**src/design/smoothed_target_rate_limiter_macros.svh**
```systemverilog
`ifndef SMOOTHED_TARGET_RATE_LIMITER_MACROS_SVH
`define SMOOTHED_TARGET_RATE_LIMITER_MACROS_SVH

`ifndef SYNTHESIS
`define STRL_ASSERT_NOW(lbl, ante, cons) \
  lbl: assert property (@(posedge clk) disable iff (rst) (ante) |-> (cons)) \
    else $error("strl assertion failed");
`define STRL_ASSERT_NEXT(lbl, ante, cons) \
  lbl: assert property (@(posedge clk) disable iff (rst) (ante) |=> (cons)) \
    else $error("strl assertion failed");
`else
`define STRL_ASSERT_NOW(lbl, ante, cons)
`define STRL_ASSERT_NEXT(lbl, ante, cons)
`endif

`endif

```
**src/design/strl_pkg.sv**
```systemverilog
package strl_pkg;

  localparam int unsigned LEVEL_W = 32;
  localparam int unsigned GAIN_W  = 17;
  localparam int unsigned LIM_W   = 31;
  localparam int unsigned APB_W   = 32;
  localparam int unsigned ADDR_W  = 5;

  localparam logic [GAIN_W-1:0] GAIN_RESET = 17'd65536;
  localparam logic [LIM_W-1:0]  LIM_RESET  = 31'd65536;

  typedef enum logic [2:0] {
    REG_FILTER_GAIN = 3'd0,
    REG_GAIN_AWAY   = 3'd1,
    REG_GAIN_BACK   = 3'd2,
    REG_RISE_LIMIT  = 3'd3,
    REG_FALL_LIMIT  = 3'd4
  } reg_idx_t;

endpackage

```
**src/design/strl_if.sv**
```systemverilog
interface strl_req_if;
  logic                                 valid;
  logic                                 ready;
  logic                                 action;
  logic signed [strl_pkg::LEVEL_W-1:0]  level;

  modport source (output valid, output action, output level, input ready);
  modport sink (input valid, input action, input level, output ready);
endinterface

interface strl_rsp_if;
  logic                                 valid;
  logic                                 ready;
  logic signed [strl_pkg::LEVEL_W-1:0]  smoothed;

  modport source (output valid, output smoothed, input ready);
  modport sink (input valid, input smoothed, output ready);
endinterface

```
**src/design/smoothed_target_rate_limiter.sv**
```systemverilog
// Smoothed target rate limiter, signed Q16.16, gains unsigned Q1.16. An update
// transaction low-pass filters its target, derives a delta and a smoothed step
// from it and moves the output by that step, limited to rise_limit or
// fall_limit; a reset transaction loads the output and clears filter and step.
// Each transaction gives one result. An update makes three passes through one
// shared 18x33 multiplier, each a multiply state and an accumulate state, then
// takes the output state; a reset goes straight to the output state. The next
// transaction is accepted while a result still waits; the block then holds in
// its output state until the waiting result is taken.
`include "smoothed_target_rate_limiter_macros.svh"

module smoothed_target_rate_limiter (
  input  logic                          clk,
  input  logic                          rst,
  input  logic                          psel,
  input  logic                          penable,
  input  logic                          pwrite,
  input  logic [strl_pkg::ADDR_W-1:0]   paddr,
  input  logic [strl_pkg::APB_W-1:0]    pwdata,
  output logic [strl_pkg::APB_W-1:0]    prdata,
  output logic                          pready,
  strl_req_if.sink                      req,
  strl_rsp_if.source                    rsp
);

  typedef enum logic [7:0] {
    ST_IDLE   = 8'b0000_0001,
    ST_LP_MUL = 8'b0000_0010,
    ST_LP_ACC = 8'b0000_0100,
    ST_DL_MUL = 8'b0000_1000,
    ST_DL_ACC = 8'b0001_0000,
    ST_ST_MUL = 8'b0010_0000,
    ST_ST_ACC = 8'b0100_0000,
    ST_OUT    = 8'b1000_0000
  } state_t;

  function automatic logic signed [31:0] sat32(input logic signed [35:0] x);
    logic signed [31:0] r;
    if (x > 36'sd2147483647) begin
      r = 32'sh7FFF_FFFF;
    end else if (x < -36'sd2147483648) begin
      r = 32'sh8000_0000;
    end else begin
      r = x[31:0];
    end
    return r;
  endfunction

  function automatic logic [32:0] mag33(input logic signed [31:0] x);
    logic [32:0] ext;
    ext = {x[31], x};
    return x[31] ? 33'(-ext) : ext;
  endfunction

  state_t state, state_next;

  logic [strl_pkg::GAIN_W-1:0] filter_gain, gain_away, gain_back;
  logic [strl_pkg::LIM_W-1:0]  rise_limit, fall_limit;

  logic signed [31:0] lowpass, step, outval, delta, level_r, smoothed;
  logic               act_r, res_valid;

  logic signed [17:0] mul_a;
  logic signed [32:0] mul_b;
  logic signed [50:0] prod, prod_rnd;
  logic signed [34:0] rnd;
  logic signed [35:0] rnd_ext;

  logic        accept, out_free, cfg_wr;
  logic        take_gain, same_side, use_fall;
  logic [32:0] step_mag, move_mag;
  logic [30:0] limit;
  logic signed [33:0] move;
  logic signed [31:0] out_new;

  // configuration
  assign pready = 1'b1;
  assign cfg_wr = psel && penable && pwrite;

  always_ff @(posedge clk) begin
    if (rst) begin
      filter_gain <= strl_pkg::GAIN_RESET;
      gain_away   <= strl_pkg::GAIN_RESET;
      gain_back   <= strl_pkg::GAIN_RESET;
      rise_limit  <= strl_pkg::LIM_RESET;
      fall_limit  <= strl_pkg::LIM_RESET;
    end else if (cfg_wr) begin
      case (strl_pkg::reg_idx_t'(paddr[4:2]))
        strl_pkg::REG_FILTER_GAIN: filter_gain <= pwdata[16:0];
        strl_pkg::REG_GAIN_AWAY:   gain_away   <= pwdata[16:0];
        strl_pkg::REG_GAIN_BACK:   gain_back   <= pwdata[16:0];
        strl_pkg::REG_RISE_LIMIT:  rise_limit  <= pwdata[30:0];
        strl_pkg::REG_FALL_LIMIT:  fall_limit  <= pwdata[30:0];
        default: ;
      endcase
    end
  end

  always_comb begin
    case (strl_pkg::reg_idx_t'(paddr[4:2]))
      strl_pkg::REG_FILTER_GAIN: prdata = {15'd0, filter_gain};
      strl_pkg::REG_GAIN_AWAY:   prdata = {15'd0, gain_away};
      strl_pkg::REG_GAIN_BACK:   prdata = {15'd0, gain_back};
      strl_pkg::REG_RISE_LIMIT:  prdata = {1'b0, rise_limit};
      strl_pkg::REG_FALL_LIMIT:  prdata = {1'b0, fall_limit};
      default:                   prdata = '0;
    endcase
  end

  // handshakes
  assign req.ready    = (state == ST_IDLE);
  assign accept       = req.valid && req.ready;
  assign out_free     = !res_valid || rsp.ready;
  assign rsp.valid    = res_valid;
  assign rsp.smoothed = smoothed;

  // sequencer
  always_comb begin
    state_next = state;
    case (state)
      ST_IDLE:   if (req.valid) state_next = req.action ? ST_OUT : ST_LP_MUL;
      ST_LP_MUL: state_next = ST_LP_ACC;
      ST_LP_ACC: state_next = ST_DL_MUL;
      ST_DL_MUL: state_next = ST_DL_ACC;
      ST_DL_ACC: state_next = ST_ST_MUL;
      ST_ST_MUL: state_next = ST_ST_ACC;
      ST_ST_ACC: state_next = ST_OUT;
      ST_OUT:    if (out_free) state_next = ST_IDLE;
      default:   state_next = ST_IDLE;
    endcase
  end

  always_ff @(posedge clk) begin
    if (rst) begin
      state <= ST_IDLE;
    end else begin
      state <= state_next;
    end
  end

  // shared multiplier operands
  always_comb begin
    mul_a = $signed({1'b0, filter_gain});
    mul_b = {level_r[31], level_r} - {lowpass[31], lowpass};
    case (state)
      ST_DL_MUL: begin
        mul_b = {lowpass[31], lowpass} - {outval[31], outval};
      end
      ST_ST_MUL: begin
        mul_a = (outval[31] == delta[31]) ? $signed({1'b0, gain_away})
                                          : $signed({1'b0, gain_back});
        mul_b = {delta[31], delta} - {step[31], step};
      end
      default: ;
    endcase
  end

  // round to nearest, tie toward plus infinity
  assign prod_rnd = prod + 51'sd32768;
  assign rnd      = $signed(prod_rnd[50:16]);
  assign rnd_ext  = {rnd[34], rnd};

  assign step_mag  = mag33(step);
  assign take_gain = (mag33(delta) > step_mag) || (delta[31] != step[31]);

  // output move
  assign same_side = (!outval[31] && !level_r[31]) ||
                     ((outval[31] || outval == 32'sd0) && (level_r[31] || level_r == 32'sd0));
  assign use_fall  = same_side && (mag33(outval) > mag33(level_r));
  assign limit     = use_fall ? fall_limit : rise_limit;
  assign move_mag  = (step_mag > {2'b00, limit}) ? {2'b00, limit} : step_mag;
  assign move      = step[31] ? 34'(-$signed({1'b0, move_mag})) : $signed({1'b0, move_mag});
  assign out_new   = act_r ? level_r
                           : sat32({{4{outval[31]}}, outval} + {{2{move[33]}}, move});

  always_ff @(posedge clk) begin
    if (accept) begin
      act_r   <= req.action;
      level_r <= req.level;
    end
    if (state == ST_LP_MUL || state == ST_DL_MUL || state == ST_ST_MUL) begin
      prod <= mul_a * mul_b;
    end
    if (state == ST_DL_ACC) begin
      delta <= sat32(rnd_ext);
    end
    if (state == ST_OUT && out_free) begin
      smoothed <= out_new;
    end
  end

  always_ff @(posedge clk) begin
    if (rst) begin
      lowpass   <= '0;
      step      <= '0;
      outval    <= '0;
      res_valid <= 1'b0;
    end else begin
      if (state == ST_LP_ACC) begin
        lowpass <= sat32({{4{lowpass[31]}}, lowpass} + rnd_ext);
      end
      if (state == ST_ST_ACC) begin
        step <= take_gain ? sat32({{4{step[31]}}, step} + rnd_ext) : delta;
      end
      if (state == ST_OUT && out_free) begin
        outval    <= out_new;
        res_valid <= 1'b1;
        if (act_r) begin
          lowpass <= '0;
          step    <= '0;
        end
      end else if (rsp.ready) begin
        res_valid <= 1'b0;
      end
    end
  end

  // checks
  `STRL_ASSERT_NEXT(a_accept_start, accept, state == ST_LP_MUL || state == ST_OUT)
  `STRL_ASSERT_NEXT(a_reset_clears, state == ST_OUT && out_free && act_r,
                    lowpass == 32'sd0 && step == 32'sd0 && rsp.smoothed == level_r)
  `STRL_ASSERT_NOW(a_result_from_out, $rose(rsp.valid), $past(state == ST_OUT))

endmodule
```
**src/flat_wrapper.sv**
```systemverilog
// flat-port wrapper written by rule: the top's interface ports become plain ports
module smoothed_target_rate_limiter_flat 
  (clk, rst, psel, penable, pwrite, paddr, pwdata, prdata, pready, req_valid, req_action, req_level, req_ready, rsp_valid, rsp_smoothed, rsp_ready);
  strl_req_if req_i ();
  strl_rsp_if rsp_i ();
  input  logic clk;
  input  logic rst;
  input  logic psel;
  input  logic penable;
  input  logic pwrite;
  input  logic [strl_pkg::ADDR_W-1:0] paddr;
  input  logic [strl_pkg::APB_W-1:0] pwdata;
  output logic [strl_pkg::APB_W-1:0] prdata;
  output logic pready;
  input wire logic [$bits(req_i.valid)-1:0] req_valid;
  input wire logic [$bits(req_i.action)-1:0] req_action;
  input wire logic [$bits(req_i.level)-1:0] req_level;
  output wire logic [$bits(req_i.ready)-1:0] req_ready;
  output wire logic [$bits(rsp_i.valid)-1:0] rsp_valid;
  output wire logic [$bits(rsp_i.smoothed)-1:0] rsp_smoothed;
  input wire logic [$bits(rsp_i.ready)-1:0] rsp_ready;
  assign req_i.valid = req_valid;
  assign req_i.action = req_action;
  assign req_i.level = req_level;
  assign req_ready = req_i.ready;
  assign rsp_valid = rsp_i.valid;
  assign rsp_smoothed = rsp_i.smoothed;
  assign rsp_i.ready = rsp_ready;
  smoothed_target_rate_limiter u_core (.clk(clk), .rst(rst), .psel(psel), .penable(penable), .pwrite(pwrite), .paddr(paddr), .pwdata(pwdata), .prdata(prdata), .pready(pready), .req(req_i), .rsp(rsp_i));
endmodule
```
**config.mk**
```make
export PLATFORM = sky130hd
export DESIGN_NAME = smoothed_target_rate_limiter_flat
export DESIGN_NICKNAME = d
export VERILOG_FILES = /design/src/design/strl_pkg.sv /design/src/design/strl_if.sv /design/src/design/smoothed_target_rate_limiter.sv /design/src/flat_wrapper.sv
export VERILOG_INCLUDE_DIRS = /design/src /design/src/design
export SDC_FILE = /design/constraint.sdc
export NUM_CORES = 2
export LEC_CHECK = 0
export ABC_AREA = 1
export BUFFER_PORTS_ARGS = -buffer_cell sky130_fd_sc_hd__buf_2
export CAP_MARGIN = 15
export CORE_ASPECT_RATIO = 0.7
export CORE_UTILIZATION = 70
export DETAILED_ROUTE_END_ITERATION = 10
export PLACE_DENSITY = 0.88
export SYNTH_ARGS = -nofsm -noshare
export SYNTH_HDL_FRONTEND = slang
export SYNTH_SLANG_ARGS = --single-unit
```
**constraint.sdc**
```tcl
create_clock -name clk -period 16.5 [get_ports clk]
set_input_delay 2.475 -clock clk [delete_from_list [all_inputs] [get_ports clk]]
set_output_delay 2.475 -clock clk [all_outputs]
set_load 0.1 [all_outputs]
```
==> metrics.log <==
INFO  metric run_status = completed
INFO  metric netlist_area = 53000 um2
INFO  metric worst_path_max_delay_cell = sky130_fd_sc_hd__o21ai_1
INFO  metric postRouteAntennaNets = 0
INFO  metric power.density_cell_area = 55.4 nW/um2
INFO  metric finalHoldViolCount = 0
INFO  metric start_util = 0.715
INFO  metric syn_avg_cell_area = between 7 and 8 um2
INFO  metric cts.clk_slew.worst_paths = 0.07 ns
INFO  metric setup_repair_after_global_routing_missed_its_margin = no
INFO  metric p_leak = 27.8 nW
INFO  metric cts-root-buf = sky130_fd_sc_hd__clkbuf_16
INFO  metric fin_nets = 8574
INFO  metric r2r.worst_path.cells = 56
INFO  metric max-clock-path-buffers = 3
INFO  metric grt_first_pass_wirelength = about 290000 um
INFO  metric ys_seq_area_frac = 0.158
INFO  metric max_clock_freq = roughly 0.075 GHz
INFO  metric tritoncts_num_sinks = 351
INFO  metric dieHeight = roughly 230 um
INFO  metric critPathRequiredTime = 17.02 ns
INFO  metric synth_async_sr_flop_share = 0
INFO  metric critical_path.reg2reg.startpoint = u_core.level_r[1]$_DFFE_PP_
INFO  metric detail_route.wl_per_cell = between 20 and 25 um
INFO  metric first_iter_violations = ~8900
INFO  metric coreArea = ~74000 um2
INFO  metric numCtsBuffers = 36
INFO  metric boundaryPins = ~140
INFO  metric worst_hold_path_depth = 2
INFO  metric detailed_place.area = ~55000 um2
INFO  metric area_growth = 5.20%
INFO  metric finalSetupViolations = 0
INFO  metric cts-resized-gates = 0
INFO  metric overall_power = between 3 and 4 mW
INFO  metric hold_path_endpoint = u_core.rise_limit[1]$_SDFFE_PP0P_
INFO  metric setup.worst_path.end_class = register
INFO  metric dr_total_vias = between 50000 and 60000
INFO  metric via_per_inst = roughly 6.3
INFO  metric synth.ff_latch_count = roughly 350
INFO  metric critical_path_arrival = about 14 ns
INFO  metric postCtsSetupBuffers = 0
INFO  metric htree_num_levels = 2
INFO  metric grt_antenna_before_repair = 11
INFO  metric hold_slack = about 0.48 ns
INFO  metric placedCellCount = approximately 8500
INFO  metric layout.cells.non_filler = 8547
INFO  metric final-max-slew-violation-count = 0
INFO  metric die_w = 331 um
INFO  metric slew-limit-headroom = 0.0314
INFO  metric num_rows = a little over 80
INFO  metric post_cts_hold_buffer_count = 0
INFO  metric post_route_clock_skew = around 0.028 ns
INFO  metric finalWorstSetupSlack = between 3 and 4 ns
INFO  metric irDropWorstVdd = around 100 uV
INFO  metric tritoncts = built
INFO  metric drive_gt1_frac = 0.0615
INFO  metric synth_top_flop_cell = sky130_fd_sc_hd__dfxtp_1
INFO  metric regToRegEndpoint = u_core.outval[2]$_SDFFE_PP0P_
INFO  metric critical-path-top-cell-by-count = sky130_fd_sc_hd__nand2_1
INFO  metric finalWirelength = 198000 um
INFO  metric dr.pass1.iters = 8
INFO  metric dieArea = around 77000 um2
INFO  metric grt_pass1_vias = around 50000
INFO  metric crit_path_max_incr_delay = about 0.90 ns
INFO  metric tightest_hold_check_type = reg2reg
INFO  metric dp_hpwl = 161000 um
INFO  metric layout_worst_path_cycle_share = 0.803
INFO  metric global_placement_routability_congestion = ~1.1
INFO  metric path_class = reg2reg
INFO  metric worst-r2r-setup-slack = around 3.2 ns
INFO  metric detail_route.drc_violations = 0
INFO  metric timing.critical_path.fanout_max = a little under 60
INFO  metric max_cap_violations = 0
INFO  metric pin_count_of_the_biggest_net_entering_global_routing = 129
INFO  metric fillers = approximately 5700
INFO  metric ys.warnings.count = 0
INFO  metric syn_inst = about 7500
INFO  metric final_core_utilization = 0.752
INFO  metric synth.distinct_cells = 75
INFO  metric number_of_buffer_cells_added_on_primary_ports = roughly 140
INFO  metric min_period = about 13 ns
INFO  metric clk-insertion-delay-late = 0.58 ns
INFO  metric synth_edf_count = 133
INFO  metric startpoint_of_the_most_critical_hold_path = u_core.rise_limit[1]$_SDFFE_PP0P_
INFO  metric start_kind = register
INFO  metric finish.instance_area = 55700 um2
INFO  metric tns = 0 ns
INFO  metric worstMarginPinSlew = approximately 1.4 ns
INFO  metric groute.usage.overall = 0.509
INFO  metric globalRouteOverflowTotal = 0
INFO  metric post-place-ws = about 4.0 ns
==> how the worst max path moves through the flow <==
stage                                 from                               end  cells after the start
2_1_floorplan  u_core.level_r[1]$_DFFE_PP_  u_core.rsp.smoothed[2]$_DFFE_PP_                     61
3_3_place_gp   u_core.level_r[1]$_DFFE_PP_  u_core.rsp.smoothed[3]$_DFFE_PP_                     59
3_5_place_dp   u_core.level_r[1]$_DFFE_PP_  u_core.rsp.smoothed[2]$_DFFE_PP_                     59
4_1_cts        u_core.level_r[1]$_DFFE_PP_  u_core.rsp.smoothed[2]$_DFFE_PP_                     59
5_1_grt        u_core.level_r[1]$_DFFE_PP_  u_core.rsp.smoothed[2]$_DFFE_PP_                     59
6_report       u_core.level_r[1]$_DFFE_PP_     u_core.outval[2]$_SDFFE_PP0P_                     56
==> cell usage in the layout (no fill, tap or decap), types with 36 or more instances in the layout <==
master                      count
sky130_fd_sc_hd__fa_1         540
sky130_fd_sc_hd__inv_1       1291
sky130_fd_sc_hd__a31oi_1       43
sky130_fd_sc_hd__xor2_1       228
sky130_fd_sc_hd__edfxtp_1     133
sky130_fd_sc_hd__xnor2_1       68
sky130_fd_sc_hd__clkbuf_16     36
sky130_fd_sc_hd__or2_2         55
sky130_fd_sc_hd__nand4_1       64
sky130_fd_sc_hd__ha_1         419
sky130_fd_sc_hd__o21ai_1       39
sky130_fd_sc_hd__nand3_1      275
sky130_fd_sc_hd__buf_4         58
sky130_fd_sc_hd__dfxtp_1      217
sky130_fd_sc_hd__a21oi_1      517
sky130_fd_sc_hd__nor2_1       796
sky130_fd_sc_hd__nand2_1     1677
sky130_fd_sc_hd__buf_2        138
sky130_fd_sc_hd__o21ai_0      448
sky130_fd_sc_hd__nor3_1        65
==> worst max-delay path: cells and delay by family (launching register included) <==
kind,cells,cell delay (ns)
compound gates,9,2.37
xor+xnor,3,0.88
fa+ha+maj,4,1.24
buf+inv,5,0.58
flops,1,0.61
simple gates,35,7.44
==> final cells by class <==
class / count / area [um2] / area share
multi-input combinational: 5618 / 38800 / 0.696
sequential: 351 / 8360 / 0.150
inverter: 1334 / 5010 / 0.0899
tap: 977 / 1220 / 0.0219
timing repair buffer: 197 / 1130 / 0.0203
clock buffer: 45 / 945 / 0.0169
clock inverter: 21 / 259 / 0.00465
antenna: 4 / 10.0 / 0.000180
==> logic make-up after synthesis <==
logic type,Yosys count,share of synthesized area
AO/OA/AOI/OAI,1279,0.135
XOR/XNOR,296,0.0489
flip-flops,351,0.158
buffers and inverters,1553,0.114
AND/OR/NAND/NOR,3078,0.242
other,2,0.000142
adder cells (fa/ha/maj),959,0.303
==> synth_stat cells, types with 16 or more instances <==
cell	n	area, um2
sky130_fd_sc_hd__inv_2	26	97.6
sky130_fd_sc_hd__clkbuf_1	143	537
sky130_fd_sc_hd__dfxtp_1	218	4360
sky130_fd_sc_hd__xor2_1	228	2000
sky130_fd_sc_hd__nand3_1	275	1380
sky130_fd_sc_hd__nor2_1	799	3000
sky130_fd_sc_hd__ha_1	419	5240
sky130_fd_sc_hd__o31ai_1	26	195
sky130_fd_sc_hd__o21ai_0	448	2240
sky130_fd_sc_hd__or2_2	55	344
sky130_fd_sc_hd__o21ai_1	40	200
sky130_fd_sc_hd__edfxtp_1	133	3990
sky130_fd_sc_hd__nor2_2	28	175
sky130_fd_sc_hd__nor4_1	29	181
sky130_fd_sc_hd__buf_2	46	230
sky130_fd_sc_hd__a21oi_1	519	2600
sky130_fd_sc_hd__o21bai_1	16	120
sky130_fd_sc_hd__o21a_1	23	173
sky130_fd_sc_hd__a21o_1	26	195
sky130_fd_sc_hd__a31oi_1	53	332
sky130_fd_sc_hd__nand2_1	1677	6290
sky130_fd_sc_hd__nor3_1	68	340
sky130_fd_sc_hd__nand2_2	21	131
sky130_fd_sc_hd__xnor2_1	68	596
sky130_fd_sc_hd__fa_1	540	10800
sky130_fd_sc_hd__inv_1	1293	4850
sky130_fd_sc_hd__nand4_1	64	400
==> power breakdown <==
group / total (mW) / switching [mW] / internal, mW
Combinational: 1.23 / 0.867 / 0.361
Clock: 0.878 / 0.398 / 0.480
Sequential: 0.981 / 0.0435 / 0.937
==> sequential cells by signal (all words and copies together), names as in the netlist <==
name and cells:
u_core.prod 36, u_core.delta 32, u_core.state 8, u_core.outval 32, u_core.gain_back 17, u_core.level_r 32, u_core.act_r 1, u_core.gain_away 17
u_core.filter_gain 17, u_core.step 32, u_core.lowpass 32, u_core.rise_limit 31, u_core.rsp.smoothed 32, u_core.rsp.valid 1, u_core.fall_limit 31
==> layer usage <==
metal | up-vias | part of all wire | wire (um) | global-route usage
li1 | 23900 | - | - | -
met1 | 25200 | 0.37 | 73300 | 0.695
met2 | 4383 | 0.37 | 73300 | 0.661
met3 | 729 | 0.20 | 39700 | 0.256
met4 | 8 | 0.056 | 11100 | 0.230
met5 | - | 0.0013 | 260 | 0.0147
Note: power is estimated with default switching activity, not from simulation.
